## config.mk

```make
export PLATFORM = sky130hd
export DESIGN_NAME = key_value_store
export DESIGN_NICKNAME = d
export VERILOG_FILES = /design/src/hw/rtl/kvs_pkg.sv /design/src/hw/rtl/kvs_cell.sv /design/src/hw/rtl/kvs_ctrl.sv /design/src/hw/rtl/key_value_store.sv
export SDC_FILE = /design/constraint.sdc
export NUM_CORES = 2
export LEC_CHECK = 0
export ABC_CLOCK_PERIOD_IN_PS = 16650
export BUFFER_PORTS_ARGS = -buffer_cell sky130_fd_sc_hd__buf_2
export CAP_MARGIN = 20
export CORE_ASPECT_RATIO = 1.1
export CORE_UTILIZATION = 40
export CTS_CLUSTER_DIAMETER = 50
export DETAILED_ROUTE_END_ITERATION = 10
export GPL_TIMING_DRIVEN = 0
export SKIP_LAST_GASP = 1
export SLEW_MARGIN = 20
export SYNTH_ARGS = -nofsm -noshare
export SYNTH_HDL_FRONTEND = slang
export SYNTH_SLANG_ARGS = --single-unit
```

## constraint.sdc

```tcl
create_clock -name clock -period 16.65 [get_ports clock]
set_input_delay 3.33 -clock clock [delete_from_list [all_inputs] [get_ports clock]]
set_output_delay 3.33 -clock clock [all_outputs]
set_load 0.02 [all_outputs]
```

## src/hw/rtl/kvs_pkg.sv

```systemverilog
package kvs_pkg;

   localparam int ENTRIES   = 16;
   localparam int KEY_BYTES = 8;
   localparam int KEY_W     = 64;
   localparam int VAL_W     = 32;

   localparam logic [1:0] OP_SET    = 2'd0;
   localparam logic [1:0] OP_GET    = 2'd1;
   localparam logic [1:0] OP_DELETE = 2'd2;
   localparam logic [1:0] OP_CLEAR  = 2'd3;

   localparam logic [1:0] STATUS_OK        = 2'd0;
   localparam logic [1:0] STATUS_NOT_FOUND = 2'd1;
   localparam logic [1:0] STATUS_FULL      = 2'd2;

   typedef struct packed {
      logic [1:0]              opcode;
      logic [KEY_W-1:0]        lookup_key;
      logic signed [VAL_W-1:0] write_value;
   } req_type;

   typedef struct packed {
      logic [1:0]              status;
      logic signed [VAL_W-1:0] read_value;
   } rsp_type;

   typedef struct packed {
      logic used;
      logic [KEY_W-1:0] key;
      logic [VAL_W-1:0] value;
   } entry_type;

   // Broadcast controls for the whole row of cells.
   typedef struct packed {
      logic shift_down;
      logic shift_up;
      logic clear_all;
   } tbl_ctl_type;

   // Search token handed from one cell to the next.
   typedef struct packed {
      logic             valid;
      logic             found;
      logic [VAL_W-1:0] value;
   } scan_type;

   // A key is a string: it ends at the first zero byte or after KEY_BYTES bytes.
   function automatic logic [KEY_W-1:0] norm_key(input logic [KEY_W-1:0] k);
      logic [KEY_W-1:0] r;
      logic             stop;
      r    = '0;
      stop = 1'b0;
      for (int i = 0; i < KEY_BYTES; i++) begin
         if (k[8*i +: 8] == 8'd0) begin
            stop = 1'b1;
         end
         if (!stop) begin
            r[8*i +: 8] = k[8*i +: 8];
         end
      end
      return r;
   endfunction

endpackage

```

## src/hw/rtl/kvs_cell.sv

```systemverilog
module kvs_cell
   import kvs_pkg::*;
(
   input  logic             clock,
   input  logic             reset,
   input  tbl_ctl_type      ctl,
   input  logic             scan_start,
   input  logic [KEY_W-1:0] search_key,
   input  entry_type        prev_entry,
   input  entry_type        next_entry,
   output entry_type        entry,
   input  scan_type         scan_in,
   output scan_type         scan_out
);

   logic             used_ff, used_in;
   logic [KEY_W-1:0] key_ff, key_in;
   logic [VAL_W-1:0] value_ff, value_in;
   logic             mark_ff, mark_in;
   scan_type         scan_ff, scan_in_next;
   logic             match;

   assign match = used_ff && (key_ff == search_key);

   always_comb begin
      used_in  = used_ff;
      key_in   = key_ff;
      value_in = value_ff;
      if (ctl.clear_all) begin
         used_in = 1'b0;
      end else if (ctl.shift_down) begin
         used_in  = prev_entry.used;
         key_in   = prev_entry.key;
         value_in = prev_entry.value;
      end else if (ctl.shift_up && mark_ff) begin
         // This cell sits at or below the deleted entry: close the gap.
         used_in  = next_entry.used;
         key_in   = next_entry.key;
         value_in = next_entry.value;
      end
   end

   always_comb begin
      scan_in_next.valid = scan_in.valid;
      scan_in_next.found = scan_in.found || match;
      if (scan_in.found) begin
         scan_in_next.value = scan_in.value;
      end else if (match) begin
         scan_in_next.value = value_ff;
      end else begin
         scan_in_next.value = '0;
      end
   end

   always_comb begin
      mark_in = mark_ff;
      if (scan_in.valid) begin
         mark_in = scan_in.found || match;
      end else if (scan_start) begin
         mark_in = 1'b0;
      end
   end

   always_ff @(posedge clock) begin
      if (reset) begin
         used_ff       <= 1'b0;
         mark_ff       <= 1'b0;
         scan_ff.valid <= 1'b0;
      end else begin
         used_ff       <= used_in;
         mark_ff       <= mark_in;
         scan_ff.valid <= scan_in_next.valid;
      end
      key_ff        <= key_in;
      value_ff      <= value_in;
      scan_ff.found <= scan_in_next.found;
      scan_ff.value <= scan_in_next.value;
   end

   assign entry.used  = used_ff;
   assign entry.key   = key_ff;
   assign entry.value = value_ff;
   assign scan_out    = scan_ff;

endmodule

```

## src/hw/rtl/kvs_ctrl.sv

```systemverilog
module kvs_ctrl
   import kvs_pkg::*;
(
   input  logic             clock,
   input  logic             reset,
   input  logic             req_valid,
   output logic             req_stall,
   input  req_type          req,
   output logic             rsp_valid,
   input  logic             rsp_stall,
   output rsp_type          rsp,
   input  logic             full,
   input  scan_type         scan_done,
   output tbl_ctl_type      ctl,
   output entry_type        new_entry,
   output logic [KEY_W-1:0] search_key,
   output logic             scan_start
);

   localparam logic ST_IDLE = 1'b0;
   localparam logic ST_SCAN = 1'b1;

   logic             state_ff, state_in;
   logic             start_ff, start_in;
   logic             rsp_valid_ff, rsp_valid_in;
   rsp_type          rsp_ff, rsp_in;
   logic             spare_valid_ff, spare_valid_in;
   rsp_type          spare_ff, spare_in;
   logic             res_valid;
   rsp_type          res;
   logic [1:0]       op_ff;
   logic [KEY_W-1:0] key_ff;
   logic             accept;
   logic             rsp_free;
   logic             finish;
   logic [KEY_W-1:0] key_norm;

   assign rsp_free  = !rsp_valid_ff || !rsp_stall;
   // A new item is taken only while the spare register is empty, so the result
   // of the item in flight always has a place to land.
   assign req_stall = (state_ff != ST_IDLE) || spare_valid_ff;
   assign accept    = req_valid && !req_stall;
   assign finish    = (state_ff == ST_SCAN) && scan_done.valid;
   assign key_norm  = norm_key(req.lookup_key);

   assign new_entry.used  = 1'b1;
   assign new_entry.key   = key_norm;
   assign new_entry.value = req.write_value;

   assign ctl.shift_down = accept && (req.opcode == OP_SET) && !full;
   assign ctl.clear_all  = accept && (req.opcode == OP_CLEAR);
   assign ctl.shift_up   = finish && (op_ff == OP_DELETE) && scan_done.found;

   assign search_key = key_ff;
   assign scan_start = start_ff;

   always_comb begin
      state_in = state_ff;
      start_in = 1'b0;
      unique case (state_ff)
         ST_IDLE: begin
            if (accept && ((req.opcode == OP_GET) || (req.opcode == OP_DELETE))) begin
               state_in = ST_SCAN;
               start_in = 1'b1;
            end
         end
         ST_SCAN: begin
            if (scan_done.valid) begin
               state_in = ST_IDLE;
            end
         end
         default: begin
            state_in = ST_IDLE;
         end
      endcase
   end

   always_comb begin
      res_valid = 1'b0;
      res       = '0;
      if (accept) begin
         unique case (req.opcode) inside
            OP_SET: begin
               res_valid      = 1'b1;
               res.status     = full ? STATUS_FULL : STATUS_OK;
               res.read_value = '0;
            end
            OP_CLEAR: begin
               res_valid      = 1'b1;
               res.status     = STATUS_OK;
               res.read_value = '0;
            end
            OP_GET, OP_DELETE: begin
               res_valid = 1'b0;
            end
            default: begin
               res_valid = 1'b0;
            end
         endcase
      end else if (finish) begin
         res_valid = 1'b1;
         if (op_ff == OP_GET) begin
            res.status     = scan_done.found ? STATUS_OK : STATUS_NOT_FOUND;
            res.read_value = scan_done.value;
         end else begin
            res.status     = STATUS_OK;
            res.read_value = '0;
         end
      end
   end

   always_comb begin
      rsp_valid_in   = rsp_valid_ff && rsp_stall;
      rsp_in         = rsp_ff;
      spare_valid_in = spare_valid_ff;
      spare_in       = spare_ff;
      if (rsp_free) begin
         if (spare_valid_ff) begin
            rsp_valid_in   = 1'b1;
            rsp_in         = spare_ff;
            spare_valid_in = 1'b0;
         end else if (res_valid) begin
            rsp_valid_in = 1'b1;
            rsp_in       = res;
         end
      end
      // A fresh result only meets an empty spare register.
      if (res_valid && !rsp_free) begin
         spare_valid_in = 1'b1;
         spare_in       = res;
      end
   end

   always_ff @(posedge clock) begin
      if (reset) begin
         state_ff       <= ST_IDLE;
         start_ff       <= 1'b0;
         rsp_valid_ff   <= 1'b0;
         spare_valid_ff <= 1'b0;
      end else begin
         state_ff       <= state_in;
         start_ff       <= start_in;
         rsp_valid_ff   <= rsp_valid_in;
         spare_valid_ff <= spare_valid_in;
      end
      rsp_ff   <= rsp_in;
      spare_ff <= spare_in;
      if (accept) begin
         op_ff  <= req.opcode;
         key_ff <= key_norm;
      end
   end

   assign rsp_valid = rsp_valid_ff;
   assign rsp       = rsp_ff;

endmodule

```

## src/hw/rtl/key_value_store.sv

```systemverilog
// Newest-first key/value table built as a row of ENTRIES cells, cell 0 holding
// the newest entry. A set or a clear item is taken without a search and its
// result goes straight to the result registers. A get or a delete item launches
// a search token that walks down the row one cell per clock and collects the
// newest match; no new item is taken until the token has left the last cell.
// A delete then shifts the older entries up by one. Keys end at their first
// zero byte. One finished result may wait in the output register while the
// next item is taken; the result of that item is held in a spare register,
// and the input stalls until the spare register has moved on to the output.
module key_value_store
   import kvs_pkg::*;
(
   input  logic    clock,
   input  logic    reset,
   input  logic    req_valid,
   output logic    req_stall,
   input  req_type req,
   output logic    rsp_valid,
   input  logic    rsp_stall,
   output rsp_type rsp
);

   tbl_ctl_type      ctl;
   entry_type        new_entry;
   entry_type        blank_entry;
   logic [KEY_W-1:0] search_key;
   logic             scan_start;
   entry_type        entry_w [ENTRIES];
   scan_type         scan_w  [ENTRIES+1];

   assign blank_entry.used  = 1'b0;
   assign blank_entry.key   = '0;
   assign blank_entry.value = '0;

   assign scan_w[0].valid = scan_start;
   assign scan_w[0].found = 1'b0;
   assign scan_w[0].value = '0;

   kvs_ctrl u_ctrl (
      .clock      (clock),
      .reset      (reset),
      .req_valid  (req_valid),
      .req_stall  (req_stall),
      .req        (req),
      .rsp_valid  (rsp_valid),
      .rsp_stall  (rsp_stall),
      .rsp        (rsp),
      .full       (entry_w[ENTRIES-1].used),
      .scan_done  (scan_w[ENTRIES]),
      .ctl        (ctl),
      .new_entry  (new_entry),
      .search_key (search_key),
      .scan_start (scan_start)
   );

   for (genvar g = 0; g < ENTRIES; g++) begin : g_cell
      entry_type prev_e;
      entry_type next_e;

      if (g == 0) begin : g_head
         assign prev_e = new_entry;
      end else begin : g_body
         assign prev_e = entry_w[g-1];
      end

      if (g == ENTRIES-1) begin : g_tail
         assign next_e = blank_entry;
      end else begin : g_link
         assign next_e = entry_w[g+1];
      end

      kvs_cell u_cell (
         .clock      (clock),
         .reset      (reset),
         .ctl        (ctl),
         .scan_start (scan_start),
         .search_key (search_key),
         .prev_entry (prev_e),
         .next_entry (next_e),
         .entry      (entry_w[g]),
         .scan_in    (scan_w[g]),
         .scan_out   (scan_w[g+1])
      );
   end

endmodule

```

* Word-level counts from Yosys, hierarchy flattened *
Cells that the tools add are included.

word-level totals
  register bits after elaboration = 2250
  bits of input ports = 102
  output and inout port bits = 36
  word-level logic and storage cells = 449

operators by class
  reduce and logical (&&, ||, !) cells = 127
  muxes and demuxes = 177
  eq/ne operators = 21
  bitwise logic cells = 2

operators with widths
  cell                                                              number
  64-bit two-way mux                                                32
  32-bit two-way mux                                                62
  64-bit == test                                                    16
  34-bit two-way mux                                                6
  1-bit two-way mux                                                 67
  2-bit nonzero test                                                33
  8-bit zero test                                                   8
  8-bit two-way mux                                                 8
  1-bit logical AND                                                 42
  2-bit AND reduction                                               17
  1-bit logical OR                                                  18
  2-bit == test (second input constant)                             3
  2-bit OR reduction                                                3
  1-bit zero test                                                   5
  2-bit by 1-bit == test with 1-bit output (second input constant)  2
  2-bit zero test                                                   1
  2-bit two-way mux                                                 1
  1-bit inverter                                                    2
  1-bit case mux with 2 select lines                                1

* Depth between registers and ports, before layout *
  word-level depth = 11
  gate-level depth with buffers = 10
  mapped depth without buffers = 6

* By module *
A second synthesis with hierarchy kept.

second synthesis, totals
  cells, all modules = 7685
  area total of the unflattened synthesis = 107655.8 um^2

modules (own cells, without submodules)
  module           seq. area each (um^2)  times used  cells each  area an instance (um^2)
  kvs_cell         3603.5                 16          455         6359.8
  kvs_ctrl         4103.9                 1           404         5894.4
  key_value_store  0.0                    1           1           3.8

* Worst setup path after synthesis *
OpenSTA, ideal clock, no wires.

  kind = in2reg
  start = in req_valid
  end = reg g_cell[12].u_cell.key_ff[0] (enable)
  data required time = 16.068 ns
  stages = 6
  arrival = 11.930 ns
  library setup time = 0.582 ns
  setup slack = 4.138 ns
  buffers on the path = 2
  path through = nand2b_1 > nor2_1 > nand3b_1 > clkbuf_1 > clkbuf_1 > a21oi_1

between the ends
  word-level cells in the longest chain between the ends = 5
  elaborated cells on any way between the ends = 7
  those cells by class = bitwise (1); reduce/logical (6)

RTL lines
  item                                    line                   RTL
  from (decl)                             key_value_store.sv:15  input logic req_valid,
  1-bit logical AND *                     kvs_ctrl.sv:42         assign accept = req_valid && !req_stall;
  net u_ctrl.accept                       kvs_ctrl.sv:33         logic accept;
  1-bit logical AND (2 in a row)          kvs_ctrl.sv:50         assign ctl.shift_down = accept && (req.opcode == OP_SET) && !full;
  2-bit nonzero test (no source line)     -
  2-bit AND reduction (no source line) *  -
  to (signal assigned)                    kvs_cell.sv:74         key_ff <= key_in;
  to (decl)                               kvs_cell.sv:17         logic [KEY_W-1:0] key_ff, key_in;

Mark *: on every way through the listed nets, which the timed path passes. The rest lies on a longest branch.
A chain may end at the register's enable or synchronous reset.

* Worst setup path in the final report *
  start = in req_valid
  end = reg g_cell[15].u_cell.key_ff[35] (enable)

between the ends
  word-level cells in the longest chain between the ends = 5
  elaborated cells on any way between the ends = 7
  those cells by class = bitwise (1); reduce/logical (6)

RTL lines
  item                                    line
  1-bit logical AND *                     kvs_ctrl.sv:42
  net u_ctrl.accept                       kvs_ctrl.sv:33
  1-bit logical AND (2 in a row)          kvs_ctrl.sv:50
  2-bit nonzero test (no source line)     -
  2-bit AND reduction (no source line) *  -
  to (signal assigned)                    kvs_cell.sv:74
  to (decl)                               kvs_cell.sv:17

Marked as above.

==> metrics.md <==
| Metric | Value |
|---|---|
| Total Routed Length | 562000 um |
| Leak Pwr | 46.0 nW |
| CP required | 17.20 ns |
| Main flop type after synthesis | edfxtp_1 |
| Fmax | about 140 MHz |
| CTS Buf Count | 299 |
| Row count | 194 |
| FF+latch count, synth | 2250 |
| Layout cells sized above 1 | 9.83% |
| Largest family of logic cells by synthesized area | simple AND/OR/NAND/NOR gates |
| Clk pwr share | roughly 46% |
| CP Class | in -> reg |
| Placed insts | ~14000 |
| RSZ-0062 raised after global routing | no |
| Final slew viol count | 0 |
| Tightest Hold Check Type | reg -> reg |
| Initial Util | 40.3% |
| Final instance area | 121000 um2 |
| Worst slew margin | 10.2% |
| Internal power | 0.0105 W |
| Fin cells | 14373 |
| H-tree Lvls | 5 |
| Async SR Flop Fraction | 0% |
| Clock Skews | 0.0799 ns |
| P_sw | 0.00391 W |
| Setup violators final | 0 |
| CTS resizes | 0 |
| Syn_area_per_cell | 10.0 um2 |
| Post-CTS Setup Repair Bufs | 0 |
| Slew of the pin with the lowest slew margin | between 1 and 1.5 ns |
| Most common cell after layout, fill and taps aside | nand2_1 |
| First DRT Iteration DRCs | 13790 |
| Combinational Power Share | 9.5% |
| Final setup margin | 9.71 ns |
| Core Util, Final | 47.6% |
| Crit start category | primary input |
| Hold buffers post-CTS | 0 |
| Die ar. | 258000 um2 |
| GRT Residual Overflow | 0 |
| Layout Nets | 10870 |
| Syn Nets | 10296 |
| Vias in the first global route | 80122 |
| Min Tclk post-route | 6.94 ns |
| DRC viols | 0 |
| Period utilization | 41.7% |
| Cells after synthesis | 10192 |
| XOR/XNOR Fraction of Synth Area | under 10% |
| Syn Std Cell Area | 102000 um2 |
| Total core area | 254000 um2 |
| Clock-pin slew on the worst setup and hold paths | 0.06 ns |
| Die width | 484 um |
| Clock Sinks | 2250 |
| GPL Wtd Cong | 1.04 |
| Root Buffer | clkbuf_16 |
| Post-synthesis simple-gate area fraction | 18.5% |
| Sequential-to-total area share from yosys stat | 60.3% |
| Max VDD drop | about 0.085 mV |
| Placed cell areas | 111000 um2 |
| Post-synth EDFFs | approximately 1700 |
| Synth Area in Compound Gates | 8.56% |
| Arrival time worst endpoint | 7.49 ns |
| I/O pins | 138 |
| Max_cap viols | 0 |
| TritonCTS clock tree | done |
| Synth unique cells | 72 |
| Worst slack, placed | between 9 and 10 ns |
| R2R setup slack | 10.61 ns |
| Syn. warnings | 0 |
| Clk_lat worst skew | between 0.9 and 1 ns |
| Adder-cell area share of the yosys netlist | 0.0244% |
| Crit path max fanout | 17 |
| Pre-antenna DRT Iters | 9 |
| Global-route wire length before repair | 734000 um |
| Status | complete, no violations |
| Drt wl/cell | between 30 and 40 um |
| Post-DP HPWL | 433000 um |
| Crit path capture type | flop |
| Switching share of power | 27.2% |
| Die H | 533 um |
| Area grow syn2layout | 18.1% |
| Most frequent cells in the layout | 3613 x nand2_1, 1670 x edfxtp_1, 587 x inv_1, 587 x o21ai_0, 580 x dfxtp_1 |
| Final hold vios | 0 |
| Initial antenna violation count | 44 |
| Sequential Power Share | 44.3% |
| Via count | 85579 |
| Pwr dens | 119 nW/um2 |
| Multiplexer area fraction after synthesis | 1.03% |
| Final ANT Viol Nets | 0 |
| DR vias/cell | between 5 and 6 |
| Port buffer count | ~140 |
| Largest net degree at the start of global routing | 28 |
| CTS Buffer Depth | 4 |
| Global router's overall resource usage | 42.7% |
-- synthesized netlist by cell type, drive strengths merged (4+ instances only) --
| cell | number | area (um2) |
|---|---|---|
| nand2b | 118 | 738 |
| nand3b | 12 | 90.1 |
| edfxtp | 1670 | 50100 |
| a221o | 4 | 40.0 |
| and3 | 12 | 75.1 |
| o2111ai | 33 | 289 |
| nor3 | 22 | 110 |
| nor4 | 147 | 926 |
| or4 | 22 | 165 |
| mux2 | 81 | 912 |
| dfxtp | 580 | 11600 |
| nand4 | 182 | 1140 |
| xnor2 | 411 | 3600 |
| or3 | 5 | 31.3 |
| a22o | 18 | 158 |
| nor4b | 4 | 35.0 |
| o211ai | 9 | 67.6 |
| o21ai | 601 | 3010 |
| buf | 143 | 766 |
| xor2 | 381 | 3340 |
| o22ai | 39 | 244 |
| a221oi | 8 | 70.1 |
| o31ai | 452 | 3810 |
| mux2i | 14 | 140 |
| inv | 592 | 2220 |
| o2bb2ai | 18 | 158 |
| and2 | 165 | 1030 |
| a22oi | 9 | 67.6 |
| o221ai | 8 | 70.1 |
| a21oi | 32 | 160 |
| nor2b | 61 | 382 |
| nor2 | 91 | 342 |
| clkbuf | 507 | 1900 |
| a2111oi | 19 | 166 |
| a222oi | 7 | 70.1 |
| a2bb2oi | 4 | 35.0 |
| nand2 | 3613 | 13600 |
| nand3 | 31 | 155 |
| a211oi | 16 | 120 |
| a32oi | 8 | 70.1 |
-- power groups by stage --
stage	clock [W]	sequential [W]	combinational [W]
2_1_floorplan	0	0.00640	0.000567
3_3_place_gp	0	0.00653	0.00119
3_5_place_dp	0	0.00648	0.00128
4_1_cts	0.00667	0.00637	0.00129
5_1_grt	0.00689	0.00637	0.00136
6_report	0.00665	0.00638	0.00136
-- state kept, by name (all words and copies together), names as in the netlist, 2 cells and up --
register                count
g_cell.u_cell.used_ff      16
u_ctrl.op_ff                2
u_ctrl.search_key          64
g_cell.u_cell.key_ff     1024
u_ctrl.rsp                 34
u_ctrl.spare_ff            34
g_cell.u_cell.value_ff    512
g_cell.u_cell.mark_ff      16
g_cell.u_cell.scan_out    544
-- per-layer routing --
| metal | up-vias | wire [um] | GRT usage (%) |
|---|---|---|---|
| li1 | 35773 | - | - |
| met1 | 42459 | 224000 | 56.7 |
| met2 | 6065 | 229000 | 59.6 |
| met3 | 1272 | 64600 | 12.2 |
| met4 | 10 | 44400 | 29.6 |
| met5 | - | 299 | 0.632 |
-- cells by family (layout without fill, tap and decap cells) --
logic type               Yosys count  after routing
AND/OR/NAND/NOR                 4507           4507
flip-flops                      2250           2250
other                              0             34
multiplexers                      95             95
adder cells (fa/ha/maj)            2              2
XOR/XNOR                         792            792
AO/OA/AOI/OAI                   1303           1303
buffers and inverters           1243           2058
-- layout make-up --
class / instances / area [um2]
well taps: 3332 / 4170
plain buffers: 650 / 2730
multi-input cells: 6699 / 36100
flip-flops and latches: 2250 / 61800
fillers: 24093 / 133000
inverters: 593 / 2230
diodes: 34 / 85.1
clock buffers: 373 / 8160
repair buffers: 273 / 3880
clock inverters: 169 / 1880
-- metrics by stage --
step                      power (W)  TNS (ns)  hold slack, ns
after CTS                    0.0143         0           0.414
after floorplan             0.00697         0           0.401
final                        0.0144         0           0.408
after detailed placement    0.00776         0           0.415
after global routing         0.0146         0           0.442
after global placement      0.00772  -7967.14           0.415
-- critical path, stage by stage --
cell      delay (ns)
buf_2           0.08
nand2b_1        0.14
nor2_4          0.22
nand3b_1        0.71
clkbuf_1        0.72
clkbuf_2        0.63
a21oi_4         0.60
buf_16          0.22
buf_16          0.17
buf_16          0.17
buf_16          0.18
buf_16          0.19
-- final timing paths --
| path | start | end | cells after the start |
|---|---|---|---|
| max reg2reg | u_ctrl.search_key[58]$_DFFE_PP_ | g_cell[2].u_cell.scan_out[12]$_DFF_P_ | 9 |
| min reg2reg | g_cell[13].u_cell.scan_out[21]$_DFF_P_ | g_cell[14].u_cell.scan_out[21]$_DFF_P_ | 2 |
| min | g_cell[13].u_cell.scan_out[21]$_DFF_P_ | g_cell[14].u_cell.scan_out[21]$_DFF_P_ | 2 |
| max | req_valid | g_cell[15].u_cell.key_ff[35]$_SDFFCE_PN0P_ | 12 |
(Power assumes the default switching activity.)
